File: config.mk
export PLATFORM = sky130hd
export DESIGN_NAME = llp_ctrl
export DESIGN_NICKNAME = d
export VERILOG_FILES = /design/src/rtl/core/llp_pkg.sv /design/src/rtl/core/llp_ctrl.sv
export SDC_FILE = /design/constraint.sdc
export NUM_CORES = 1
export LEC_CHECK = 0
export BUFFER_PORTS_ARGS = -buffer_cell sky130_fd_sc_hd__buf_2
export CAP_MARGIN = 20
export CORE_MARGIN = 1
export CORE_UTILIZATION = 45
export DETAILED_ROUTE_END_ITERATION = 8
export HOLD_SLACK_MARGIN = 0.08
export PLACE_DENSITY = 0.84
export SKIP_LAST_GASP = 1
export SLEW_MARGIN = 20
export SYNTH_ARGS = -nofsm -noshare
export SYNTH_HDL_FRONTEND = slang
export SYNTH_SLANG_ARGS = --single-unit
File: constraint.sdc
create_clock -name clock -period 5.5 [get_ports clock]
set_clock_uncertainty 0.2 [all_clocks]
set_input_delay 0.825 -clock clock [delete_from_list [all_inputs] [get_ports clock]]
set_output_delay 0.825 -clock clock [all_outputs]
set_load 0.02 [all_outputs]
File: src/rtl/core/llp_pkg.sv
// Shared types and constants for the LL(1) predictive parse engine.
// Used by llp_ctrl, llp_dpath and ll1_predictive_parse_engine; no dependencies.
package llp_pkg;

   // Request opcodes
   localparam logic [1:0] OP_TABLE_WR = 2'd0;
   localparam logic [1:0] OP_PROD_WR  = 2'd1;
   localparam logic [1:0] OP_START    = 2'd2;
   localparam logic [1:0] OP_TOKEN    = 2'd3;

   // Result kinds
   localparam logic [2:0] KIND_EXPAND   = 3'd0;
   localparam logic [2:0] KIND_CONSUMED = 3'd1;
   localparam logic [2:0] KIND_ACCEPTED = 3'd2;
   localparam logic [2:0] KIND_ERROR    = 3'd3;
   localparam logic [2:0] KIND_DONE     = 3'd4;

   // Error codes
   localparam logic [2:0] ERR_NONE     = 3'd0;
   localparam logic [2:0] ERR_NO_ENTRY = 3'd1;
   localparam logic [2:0] ERR_MISMATCH = 3'd2;
   localparam logic [2:0] ERR_OVERFLOW = 3'd3;
   localparam logic [2:0] ERR_EXP_LIM  = 3'd4;
   localparam logic [2:0] ERR_NOT_PARS = 3'd5;

   // CSR indexes
   localparam logic CSR_START_NT = 1'b0;
   localparam logic CSR_END_TERM = 1'b1;

   // Grammar geometry, fixed by the field widths
   localparam int unsigned MAX_RHS_LENGTH = 8;
   localparam int unsigned TABLE_WORDS    = 512;
   localparam int unsigned PROD_WORDS     = 64;

   typedef enum logic [1:0] {
      MODE_IDLE, MODE_PARSING, MODE_ACCEPTED, MODE_ERROR
   } mode_type;

   typedef enum logic [3:0] {
      ST_CLEAR, ST_IDLE, ST_START2, ST_TOP, ST_LOOK, ST_PROD, ST_LEN,
      ST_RREAD, ST_RWRITE
   } state_type;

   // Commands from controller to datapath
   typedef struct packed {
      logic       clr;
      logic       latch;
      logic       tbl_wr;
      logic       prod_wr;
      logic       push_end;
      logic       push_start;
      logic       rd_top;
      logic       rd_tbl;
      logic       rd_len;
      logic       pop;
      logic       load_k;
      logic       rd_sym;
      logic       wr_sym;
      logic       exp_inc;
      logic       emit;
      logic [2:0] emit_kind;
      logic [2:0] emit_err;
      logic       emit_last;
      logic       set_mode;
      mode_type   mode;
   } cmd_type;

   // Status from datapath to controller
   typedef struct packed {
      logic clr_last;
      logic parsing;
      logic sp_zero;
      logic top_is_nt;
      logic top_match;
      logic tok_is_end;
      logic nt_in_range;
      logic prod_zero;
      logic exp_limit;
      logic overflow;
      logic k_zero;
   } sts_type;

endpackage

File: src/rtl/core/llp_ctrl.sv
// Controller state machine of the LL(1) parse engine.
// Depends on llp_pkg; commands llp_dpath through llp_pkg::cmd_type.
module llp_ctrl (
   input  logic             clock,
   input  logic             reset,
   input  logic             start,
   input  logic [1:0]       req_opcode,
   input  llp_pkg::sts_type sts,
   output llp_pkg::cmd_type cmd,
   output logic             busy
);

   llp_pkg::state_type state_ff, state_in;

   // State register
   always_ff @(posedge clock) begin
      if (reset)
         state_ff <= llp_pkg::ST_CLEAR;
      else
         state_ff <= state_in;
   end

   assign busy = (state_ff != llp_pkg::ST_IDLE);

   // Next state and commands
   always_comb begin
      state_in = state_ff;
      cmd      = '0;
      cmd.mode = llp_pkg::MODE_ERROR;
      case (state_ff)
         llp_pkg::ST_CLEAR: begin
            cmd.clr = 1'b1;
            if (sts.clr_last)
               state_in = llp_pkg::ST_IDLE;
         end
         llp_pkg::ST_IDLE: begin
            if (start) begin
               cmd.emit_last = 1'b1;
               case (req_opcode)
                  llp_pkg::OP_TABLE_WR: begin
                     cmd.tbl_wr    = 1'b1;
                     cmd.emit      = 1'b1;
                     cmd.emit_kind = llp_pkg::KIND_DONE;
                  end
                  llp_pkg::OP_PROD_WR: begin
                     cmd.prod_wr   = 1'b1;
                     cmd.emit      = 1'b1;
                     cmd.emit_kind = llp_pkg::KIND_DONE;
                  end
                  llp_pkg::OP_START: begin
                     cmd.push_end = 1'b1;
                     state_in     = llp_pkg::ST_START2;
                  end
                  default: begin
                     if (sts.parsing) begin
                        cmd.latch = 1'b1;
                        state_in  = llp_pkg::ST_TOP;
                     end else begin
                        cmd.emit      = 1'b1;
                        cmd.emit_kind = llp_pkg::KIND_ERROR;
                        cmd.emit_err  = llp_pkg::ERR_NOT_PARS;
                     end
                  end
               endcase
            end
         end
         llp_pkg::ST_START2: begin
            cmd.push_start = 1'b1;
            cmd.set_mode   = 1'b1;
            cmd.mode       = llp_pkg::MODE_PARSING;
            cmd.emit       = 1'b1;
            cmd.emit_kind  = llp_pkg::KIND_DONE;
            cmd.emit_last  = 1'b1;
            state_in       = llp_pkg::ST_IDLE;
         end
         llp_pkg::ST_TOP: begin
            if (sts.sp_zero) begin
               cmd.emit     = 1'b1;
               cmd.emit_err = llp_pkg::ERR_MISMATCH;
            end else begin
               cmd.rd_top = 1'b1;
               state_in   = llp_pkg::ST_LOOK;
            end
         end
         llp_pkg::ST_LOOK: begin
            if (!sts.top_is_nt) begin
               if (!sts.top_match) begin
                  cmd.emit     = 1'b1;
                  cmd.emit_err = llp_pkg::ERR_MISMATCH;
               end else begin
                  cmd.pop       = 1'b1;
                  cmd.emit      = 1'b1;
                  cmd.emit_last = 1'b1;
                  state_in      = llp_pkg::ST_IDLE;
                  if (sts.tok_is_end) begin
                     cmd.emit_kind = llp_pkg::KIND_ACCEPTED;
                     cmd.set_mode  = 1'b1;
                     cmd.mode      = llp_pkg::MODE_ACCEPTED;
                  end else begin
                     cmd.emit_kind = llp_pkg::KIND_CONSUMED;
                  end
               end
            end else if (!sts.nt_in_range) begin
               cmd.emit     = 1'b1;
               cmd.emit_err = llp_pkg::ERR_NO_ENTRY;
            end else begin
               cmd.rd_tbl = 1'b1;
               state_in   = llp_pkg::ST_PROD;
            end
         end
         llp_pkg::ST_PROD: begin
            if (sts.prod_zero) begin
               cmd.emit     = 1'b1;
               cmd.emit_err = llp_pkg::ERR_NO_ENTRY;
            end else if (sts.exp_limit) begin
               cmd.emit     = 1'b1;
               cmd.emit_err = llp_pkg::ERR_EXP_LIM;
            end else begin
               cmd.rd_len = 1'b1;
               state_in   = llp_pkg::ST_LEN;
            end
         end
         llp_pkg::ST_LEN: begin
            if (sts.overflow) begin
               cmd.emit     = 1'b1;
               cmd.emit_err = llp_pkg::ERR_OVERFLOW;
            end else begin
               cmd.pop    = 1'b1;
               cmd.load_k = 1'b1;
               state_in   = llp_pkg::ST_RREAD;
            end
         end
         llp_pkg::ST_RREAD: begin
            if (sts.k_zero) begin
               cmd.emit      = 1'b1;
               cmd.emit_kind = llp_pkg::KIND_EXPAND;
               cmd.exp_inc   = 1'b1;
               state_in      = llp_pkg::ST_TOP;
            end else begin
               cmd.rd_sym = 1'b1;
               state_in   = llp_pkg::ST_RWRITE;
            end
         end
         llp_pkg::ST_RWRITE: begin
            cmd.wr_sym = 1'b1;
            state_in   = llp_pkg::ST_RREAD;
         end
         default: state_in = llp_pkg::ST_IDLE;
      endcase
      // Any error result ends the token and stops the parse
      if (cmd.emit && cmd.emit_err != llp_pkg::ERR_NONE) begin
         cmd.emit_kind = llp_pkg::KIND_ERROR;
         cmd.emit_last = 1'b1;
         if (cmd.emit_err != llp_pkg::ERR_NOT_PARS) begin
            cmd.set_mode = 1'b1;
            cmd.mode     = llp_pkg::MODE_ERROR;
            state_in     = llp_pkg::ST_IDLE;
         end
      end
   end

endmodule
==> results of run 1 <==
## critical path, cell delays in order
cell and delay [ps]:
buf_2 130, and4b_1 210, a22o_1 270, nor4_2 430, or2_1 180, nand3_1 70
buf_2 160
## synthesized netlist by cell type (2+ instances only)
cell	number	area share, %
nand3_1	3	2.3
mux2i_1	2	3.0
or3_1	2	1.9
and3_1	2	1.9
nor2_1	12	6.8
nand2_1	9	5.1
inv_1	7	4.0
a21oi_1	3	2.3
dfxtp_1	4	12
o21ai_0	3	2.3
a31oi_1	2	1.9
nand4b_1	2	2.6
o211ai_1	2	2.3
nor4_1	4	3.8
nor2b_1	2	1.9
buf_2	4	3.0
nand2b_1	6	5.7
nor3_1	6	4.5
## metrics by stage
| step | worst slack, ps | area, um^2 | utilization [%] | hold slack [ps] | std cells |
|---|---|---|---|---|---|
| floorplan | 2420 | 663 | - | 485 | 98 |
| global placement | 2250 | 848 | 63.6 | 570 | 148 |
| detailed placement | 2200 | 848 | 63.6 | 564 | 148 |
| CTS | 2190 | 871 | 65.3 | 578 | 151 |
| global route | 2060 | 871 | 65.3 | 615 | 151 |
| finish | 2190 | 871 | 65.3 | 590 | 151 |
## layout make-up
| type | instances | area [um^2] | area share (%) |
|---|---|---|---|
| multi-input combinational | 81 | 518 | 59.5 |
| timing repair buffer | 41 | 205 | 23.6 |
| sequential | 4 | 80.1 | 9.20 |
| inverter | 7 | 26.3 | 3.02 |
| clock buffer | 3 | 22.5 | 2.59 |
| tap | 15 | 18.8 | 2.16 |
## routing by layer
metal  up-vias  GRT usage, %  share of wire, %
li1        442             -                 -
met1       390          34.9                46
met2        51          46.8                45
met3         0          7.22               8.7
met4         0          2.50                 0
met5         -             0                 0
## path summary, 6_finish.rpt
path	from	end	slack [ps]	depth (start not counted)
min reg2reg	state_ff[0]$_SDFF_PP0_	state_ff[3]$_SDFF_PP0_	590	2
max	start	cmd[2]	2190	7
min	state_ff[0]$_SDFF_PP0_	state_ff[3]$_SDFF_PP0_	590	2
max reg2reg	state_ff[2]$_SDFF_PP0_	state_ff[0]$_SDFF_PP0_	3240	5
## kinds of logic after synthesis
family,synth area share (%)
multiplexers,3.02
buffers and inverters,9.81
flip-flops,12.1
AND/OR/NAND/NOR,57.4
AO/OA/AOI/OAI,17.7
## report_power, final
part           leakage, nW  switching [W]  internal [W]
sequential          0.0326     0.00000317     0.0000301
combinational        0.422      0.0000250     0.0000156
clock               0.0138      0.0000117     0.0000244
==> summary.txt, run 1 <==
Power and ir drop
  – Total Power: 0.000110 W
  – Power Density: 126 mW/mm^2
  – Static Leak: 0.469 nW
  – Peak VDD IR: 0.0925 mV

Routing
  – DR vias: 883
  – Wire per inst: 14.0 um
  – Vias per cell: 5.85
  – Drt pass-1 iters: 4
  – Routed Antenna Nets: 0
  – Initial DRC count: 33
  – Post-route DRC: 0
  – Drt total wl: 2110 um

CTS
  – Num CTS Buffers: 3
  – Hold_buf cts: 0
  – Clock slew at reported path FFs: 40 ps
  – # resized after CTS: 0
  – Maximum buffer depth of the clock tree: 2
  – # H-tree levels: 1
  – Clock root cell: clkbuf_4
  – Clock Sinks: 4
  – Clock Latency Late Sink: 230 ps
  – Setup Buffers After CTS: 0
  – CTS tree: yes

Setup path
  – Required time of the critical path: 4470 ps
  – Kind of critical path: primary input to primary output
  – Largest fanout on the critical path: 6
  – Crit path DAT: 2290 ps
  – Worst setup SP type: primary input
  – CP Capture Type: primary output

STA
  – Setup repair after global routing missed its margin: false
  – Tmin final: 3310 ps
  – Final setup vio count: 0
  – Period utilization: 60.2%
  – Slew margin rel.: 63.7%
  – Pins Over Slew Limit: 0
  – Hold Violations, Final: 0
  – Worst Tran Pin Value: 544 ps
  – Setup_tns: 0 ps
  – Max Freq: 302 MHz

Global route
  – GRT overflow: 0
  – Vias in the first global route: 699
  – Tot GR Track Use: 27.3%
  – Antenna violations before repair: 0
  – Largest net degree at the start of global routing: 19
  – First-pass GRT wire length: 3010 um

Floorplanning
  – FP Rows: 13
  – Initial core utilization: 49.7%
  – Die Span X: 40.4 um
  – Die ar.: 0.00163 mm^2
  – # IOs: 42
  – Die Y: 40.4 um
  – Core Area: 0.00133 mm^2

Place
  – # port buffers: 41
  – DP Wirelength: 1670 um
  – Placer Congestion: 0.939

Yosys
  – Main flop type after synthesis: dfxtp_1
  – Synth warn: 0
  – Mapped Cells: 98
  – Synthesized cell area: 663 um^2
  – Synth Net Count: 114
  – Sequential element share of the synthesized area: 12.1%
  – Post-Syn Area per Cell: 6.77 um^2
  – Post-synth ARST share: 0%
  – Distinct cell type count after synthesis: 41
  – Post-synth EDFFs: 0
  – FF+latch count, synth: 4

Cells and area
  – Commonest non-fill, non-tap cell in the layout: buf_2
  – # fillers: 127
  – Max reg flops: 4
  – Nets: 154
  – Top reg by flops: state_ff
  – Ant diodes: 0
  – Fraction of layout cells with a size suffix above 1: 36.0%
  – Largest regs: state_ff (4)
  – Area Overhead vs Synth: 31.3%
  – Most frequent cells in the layout: 41 x buf_2, 12 x nor2_1, 9 x nand2_1

Outcome
  – Outcome: finished clean

Worst hold path
  – Hold WC Path Type: flip-flop to flip-flop

Job
  – Max-Cap Viols: 0
(Power assumes the default switching activity.)
==> run 2, diff against run 1 <==
--- a/config.mk
+++ b/config.mk
@@ -7,11 +7,12 @@
 export LEC_CHECK = 0
 export BUFFER_PORTS_ARGS = -buffer_cell sky130_fd_sc_hd__buf_2
 export CAP_MARGIN = 20
+export CORE_ASPECT_RATIO = 1.25
 export CORE_MARGIN = 1
-export CORE_UTILIZATION = 45
+export CORE_UTILIZATION = 37
 export DETAILED_ROUTE_END_ITERATION = 8
 export HOLD_SLACK_MARGIN = 0.08
-export PLACE_DENSITY = 0.84
+export PLACE_DENSITY = 0.74
 export SKIP_LAST_GASP = 1
 export SLEW_MARGIN = 20
 export SYNTH_ARGS = -nofsm -noshare
==> constraint.sdc (replaced) <==
create_clock -name clock -period 3 [get_ports clock]
set_clock_uncertainty 0.2 [all_clocks]
set_input_delay 0.45 -clock clock [delete_from_list [all_inputs] [get_ports clock]]
set_output_delay 0.45 -clock clock [all_outputs]
set_load 0.02 [all_outputs]
==> summary.txt, run 2 (synthesis gave the netlist of run 1 again) <==
STA
  – Setup ws final: 218 ps
  – Pins Over Slew Limit: 0
  – Final setup vio count: 0
  – Max Freq: 359 MHz
  – Slew margin rel.: 62.6%
  – Period utilization: 92.7%
  – Setup_tns: 0 ps
  – Tmin final: 2780 ps
  – Hold Violations, Final: 0
  – Setup repair after global routing missed its margin: false
  – Worst Tran Pin Value: 560 ps

Setup path
  – Required time of the critical path: 2350 ps
  – Worst Reg-to-Reg Cells: 5
  – Kind of critical path: flip-flop to primary output
  – Minimum setup slack among reg-to-reg paths: 880 ps
  – Crit path DAT: 2130 ps
  – Worst setup SP type: flip-flop
  – CP Capture Type: primary output
  – Largest fanout on the critical path: 13

Worst hold path
  – Hold WC Path Type: primary input to flip-flop
  – Hold depth: 2

Routing
  – Drt pass-1 iters: 4
  – Initial DRC count: 21
  – Wire per inst: 12.8 um
  – DR vias: 888
  – Vias per cell: 5.69
  – Drt total wl: 1990 um
  – Post-route DRC: 0
  – Routed Antenna Nets: 0

Place
  – Placer Congestion: 0.859
  – DP Wirelength: 1650 um
  – # port buffers: 41
  – Post-placement cell count: 153
  – Pre-CTS WS: 425 ps
  – Placed cell areas: 867 um^2

Global route
  – Vias in the first global route: 741
  – GRT overflow: 0
  – First-pass GRT wire length: 2990 um
  – Largest net degree at the start of global routing: 19
  – Tot GR Track Use: 21.0%
  – Antenna violations before repair: 0

Cells and area
  – Fraction of layout cells with a size suffix above 1: 37.7%
  – Most frequent cells in the layout: 41 x buf_2, 12 x nor2_1, 9 x nand2_1
  – Top reg by flops: state_ff
  – Post-route cell area: 891 um^2
  – Area Overhead vs Synth: 34.3%
  – Nets: 156
  – Post-layout util: 54.9%
  – Largest regs: state_ff (4)
  – Non-filler cells, final: 156
  – Max reg flops: 4
  – Commonest non-fill, non-tap cell in the layout: buf_2
  – Ant diodes: 0

CTS
  – Maximum buffer depth of the clock tree: 2
  – Hold_buf cts: 0
  – Clock slew at reported path FFs: 30 ps
  – Clock root cell: clkbuf_4
  – # H-tree levels: 1
  – CTS tree: yes
  – Clock Latency Late Sink: 230 ps
  – Num CTS Buffers: 3
  – Clock Sinks: 4

Floorplanning
  – FP Rows: 16
  – Die ar.: 0.00197 mm^2
  – # IOs: 42
  – Die Y: 49.3 um
  – Initial core utilization: 40.9%
  – Die Span X: 39.9 um
  – Core Area: 0.00162 mm^2

Power and ir drop
  – Static Leak: 0.480 nW
  – Power Density: 224 mW/mm^2
  – Peak VDD IR: 0.207 mV

Job
  – Max-Cap Viols: 0

Outcome
  – Outcome: finished clean
-- run 2: final timing paths --
path	from	endpoint
setup / recovery	state_ff[1]$_SDFF_PP0_	cmd[2]
hold / removal	reset	state_ff[3]$_SDFF_PP0_
setup reg to reg	state_ff[1]$_SDFF_PP0_	state_ff[0]$_SDFF_PP0_
hold reg to reg	state_ff[0]$_SDFF_PP0_	state_ff[3]$_SDFF_PP0_
-- run 2: repair_timing --
item | 4_1_cts | 5_1_grt
gates resized for setup | 0 | 1
endpoints found under the setup margin | 0 | 2
buffers inserted | 0 | 0
-- run 2: area by class of cell --
class | count | area, um^2
clock buffer | 3 | 22.5
fill | 167 | 731
inverter | 7 | 26.3
sequential | 4 | 81.3
timing repair buffer | 43 | 220
multi-input combinational | 81 | 518
tap | 18 | 22.5
-- run 2: through the flow --
step / total power [W] / hold slack (ps)
2_1_floorplan: 0.000104 / 319
3_3_place_gp: 0.000136 / 466
3_5_place_dp: 0.000136 / 467
4_1_cts: 0.000204 / 223
5_1_grt: 0.000214 / 227
6_report: 0.000199 / 222
-- run 2: critical path, cell delays in order (launching register included) --
cell      delay (ps)
dfxtp_1          560
nor4bb_1         510
a22o_1           260
nor4_2            90
or2_1            240
nand3_1           80
buf_2            160
-- run 2: routing by layer --
metal,share of wire (%),track usage [%],up-vias
met5,0,0,-
met4,1.9,9.20,0
met3,6.0,5.02,4
met2,48,32.0,37
met1,44,26.7,398
li1,-,-,449
-- run 2: where the power goes --
part	leakage, nW	switching, W	internal, W	total, W
Sequential	0.0331	0.00000413	0.0000553	0.0000594
Clock	0.0138	0.0000189	0.0000445	0.0000634
Combinational	0.433	0.0000464	0.0000302	0.0000766
Total	0.480	0.0000694	0.000130	0.000199
==> run 3, diff against run 2 <==
==> constraint.sdc (replaced) <==
create_clock -name clock -period 3 [get_ports clock]
set_clock_uncertainty 0.2 [all_clocks]
set_input_delay 0.6 -clock clock [delete_from_list [all_inputs] [get_ports clock]]
set_output_delay 0.6 -clock clock [all_outputs]
set_load 0.02 [all_outputs]
==> summary.txt, run 3 (synthesis gave the netlist of run 1 again) <==
Cells and area
  – # fillers: 160
  – Max reg flops: 4
  – Top reg by flops: state_ff
  – Area Overhead vs Synth: 39.4%
  – Commonest non-fill, non-tap cell in the layout: buf_2
  – Nets: 157
  – Post-layout util: 57.0%
  – Most frequent cells in the layout: 41 x buf_2, 12 x nor2_1, 9 x nand2_1
  – Fraction of layout cells with a size suffix above 1: 40.3%
  – Ant diodes: 0
  – Largest regs: state_ff (4)

Worst hold path
  – Hold Crit Start: sts[0]
  – Hold WC Path Type: primary input to flip-flop
  – Worst Hold Path EP: state_ff[3]$_SDFF_PP0_
  – Hold depth: 2

Job
  – Max-Cap Viols: 0

CTS
  – Clock Sinks: 4
  – Hold_buf cts: 0
  – CTS tree: yes
  – Num CTS Buffers: 3
  – Setup Buffers After CTS: 0
  – Maximum buffer depth of the clock tree: 2
  – # H-tree levels: 1
  – Clock root cell: clkbuf_4
  – Clock slew at reported path FFs: 40 ps
  – Clock Latency Late Sink: 230 ps

STA
  – Setup_tns: 0 ps
  – Worst Tran Pin Value: 381 ps
  – Pins Over Slew Limit: 0
  – Slew margin rel.: 73.9%
  – Period utilization: 94.4%
  – Hold Violations, Final: 0
  – Final setup vio count: 0
  – Setup repair after global routing missed its margin: false
  – Tmin final: 2830 ps
  – Max Freq: 353 MHz

Setup path
  – Worst r2r src: state_ff[0]$_SDFF_PP0_
  – Worst Reg-to-Reg Cells: 6
  – WP buf/inv: 2
  – Kind of critical path: flip-flop to primary output
  – Cell family with most CP delay: simple AND/OR/NAND/NOR gates
  – CP Capture Type: primary output
  – RR Endpoint: state_ff[0]$_SDFF_PP0_
  – Critical Path Slowest Stage Cell: nor4bb_2
  – Minimum setup slack among reg-to-reg paths: 950 ps
  – Crit-path cells: buf_4 > nor4bb_2 > a22o_1 > nor4_4 > or2_1 > nand3_1 > buf_2
  – Required time of the critical path: 2200 ps
  – Worst setup SP type: flip-flop
  – Worst path max stage delay: 390 ps
  – Largest fanout on the critical path: 8
  – Crit path DAT: 2030 ps

Global route
  – Antenna violations before repair: 0
  – Vias in the first global route: 732
  – GRT overflow: 0
  – Largest net degree at the start of global routing: 15
  – First-pass GRT wire length: 2930 um
  – Tot GR Track Use: 19.7%

Routing
  – Initial DRC count: 39
  – Routed Antenna Nets: 0
  – Drt pass-1 iters: 4
  – DR vias: 896
  – Drt total wl: 2000 um
  – Wire per inst: 12.7 um
  – Post-route DRC: 0
  – Vias per cell: 5.71

Floorplanning
  – Initial core utilization: 40.9%
  – Die Span X: 39.9 um
  – # IOs: 42
  – Die ar.: 0.00197 mm^2
  – Core Area: 0.00162 mm^2
  – FP Rows: 16
  – Die Y: 49.3 um

Power and ir drop
  – Peak VDD IR: 0.221 mV
  – Power Density: 219 mW/mm^2
  – Static Leak: 0.496 nW

Outcome
  – Outcome: finished clean

Place
  – Placer Congestion: 0.889
  – DP Wirelength: 1580 um
  – # port buffers: 41
## run 3: what timing repair did
| action | 4_1_cts | 5_1_grt |
|---|---|---|
| setup endpoints to repair | 0 | 3 |
| endpoints found under the hold margin | 0 | 0 |
| gates resized for setup | 0 | 6 |
## run 3: worst max path at each step
stage                  end  cells after the start  slack, ps                   start
floorplan           cmd[3]                      4        370                   start
global placement    cmd[2]                      7        180                   start
detailed placement  cmd[2]                      7        120                   start
CTS                 cmd[2]                      6         90  state_ff[2]$_SDFF_PP0_
global route        cmd[2]                      7         20  state_ff[0]$_SDFF_PP0_
finish              cmd[2]                      7        170  state_ff[0]$_SDFF_PP0_
## run 3: through the flow
| stage | instances | instance area [um^2] | total power, W | setup slack [ps] | hold slack [ps] |
|---|---|---|---|---|---|
| after floorplan | 98 | 663 | 0.000104 | 371 | 469 |
| after global placement | 154 | 875 | 0.000135 | 180 | 494 |
| after detailed placement | 154 | 875 | 0.000136 | 116 | 498 |
| after CTS | 157 | 897 | 0.000204 | 88.2 | 379 |
| after global routing | 157 | 925 | 0.000220 | 21.4 | 370 |
| final | 157 | 925 | 0.000203 | 167 | 381 |
## run 3: metal layers
| metal | global-route usage (%) | routed length (um) | vias up |
|---|---|---|---|
| met2 | 28.0 | 909 | 47 |
| met3 | 3.20 | 141 | 2 |
| met1 | 29.6 | 925 | 399 |
| met4 | 5.75 | 21 | 0 |
| met5 | 0 | 0 | - |
| li1 | - | - | 448 |
## run 3: report_power, final
part | internal [W] | switching, W
Clock | 0.0000446 | 0.0000202
Sequential | 0.0000554 | 0.00000441
Combinational | 0.0000317 | 0.0000464
## run 3: cell type report
| class | instances | area [um^2] | area share [%] |
|---|---|---|---|
| timing repair buffer | 44 | 228 | 24.6 |
| tap | 18 | 22.5 | 2.44 |
| multi-input combinational | 81 | 542 | 58.6 |
| sequential | 4 | 83.8 | 9.07 |
| inverter | 7 | 26.3 | 2.84 |
| clock buffer | 3 | 22.5 | 2.44 |
## run 3: worst reg2reg max path, delay by kind of cell (launching register included)
kind / cells / cell delay [ps]
AO/OA/AOI/OAI: 2 / 470
buffers and inverters: 1 / 190
flip-flops: 1 / 370
AND/OR/NAND/NOR: 3 / 720
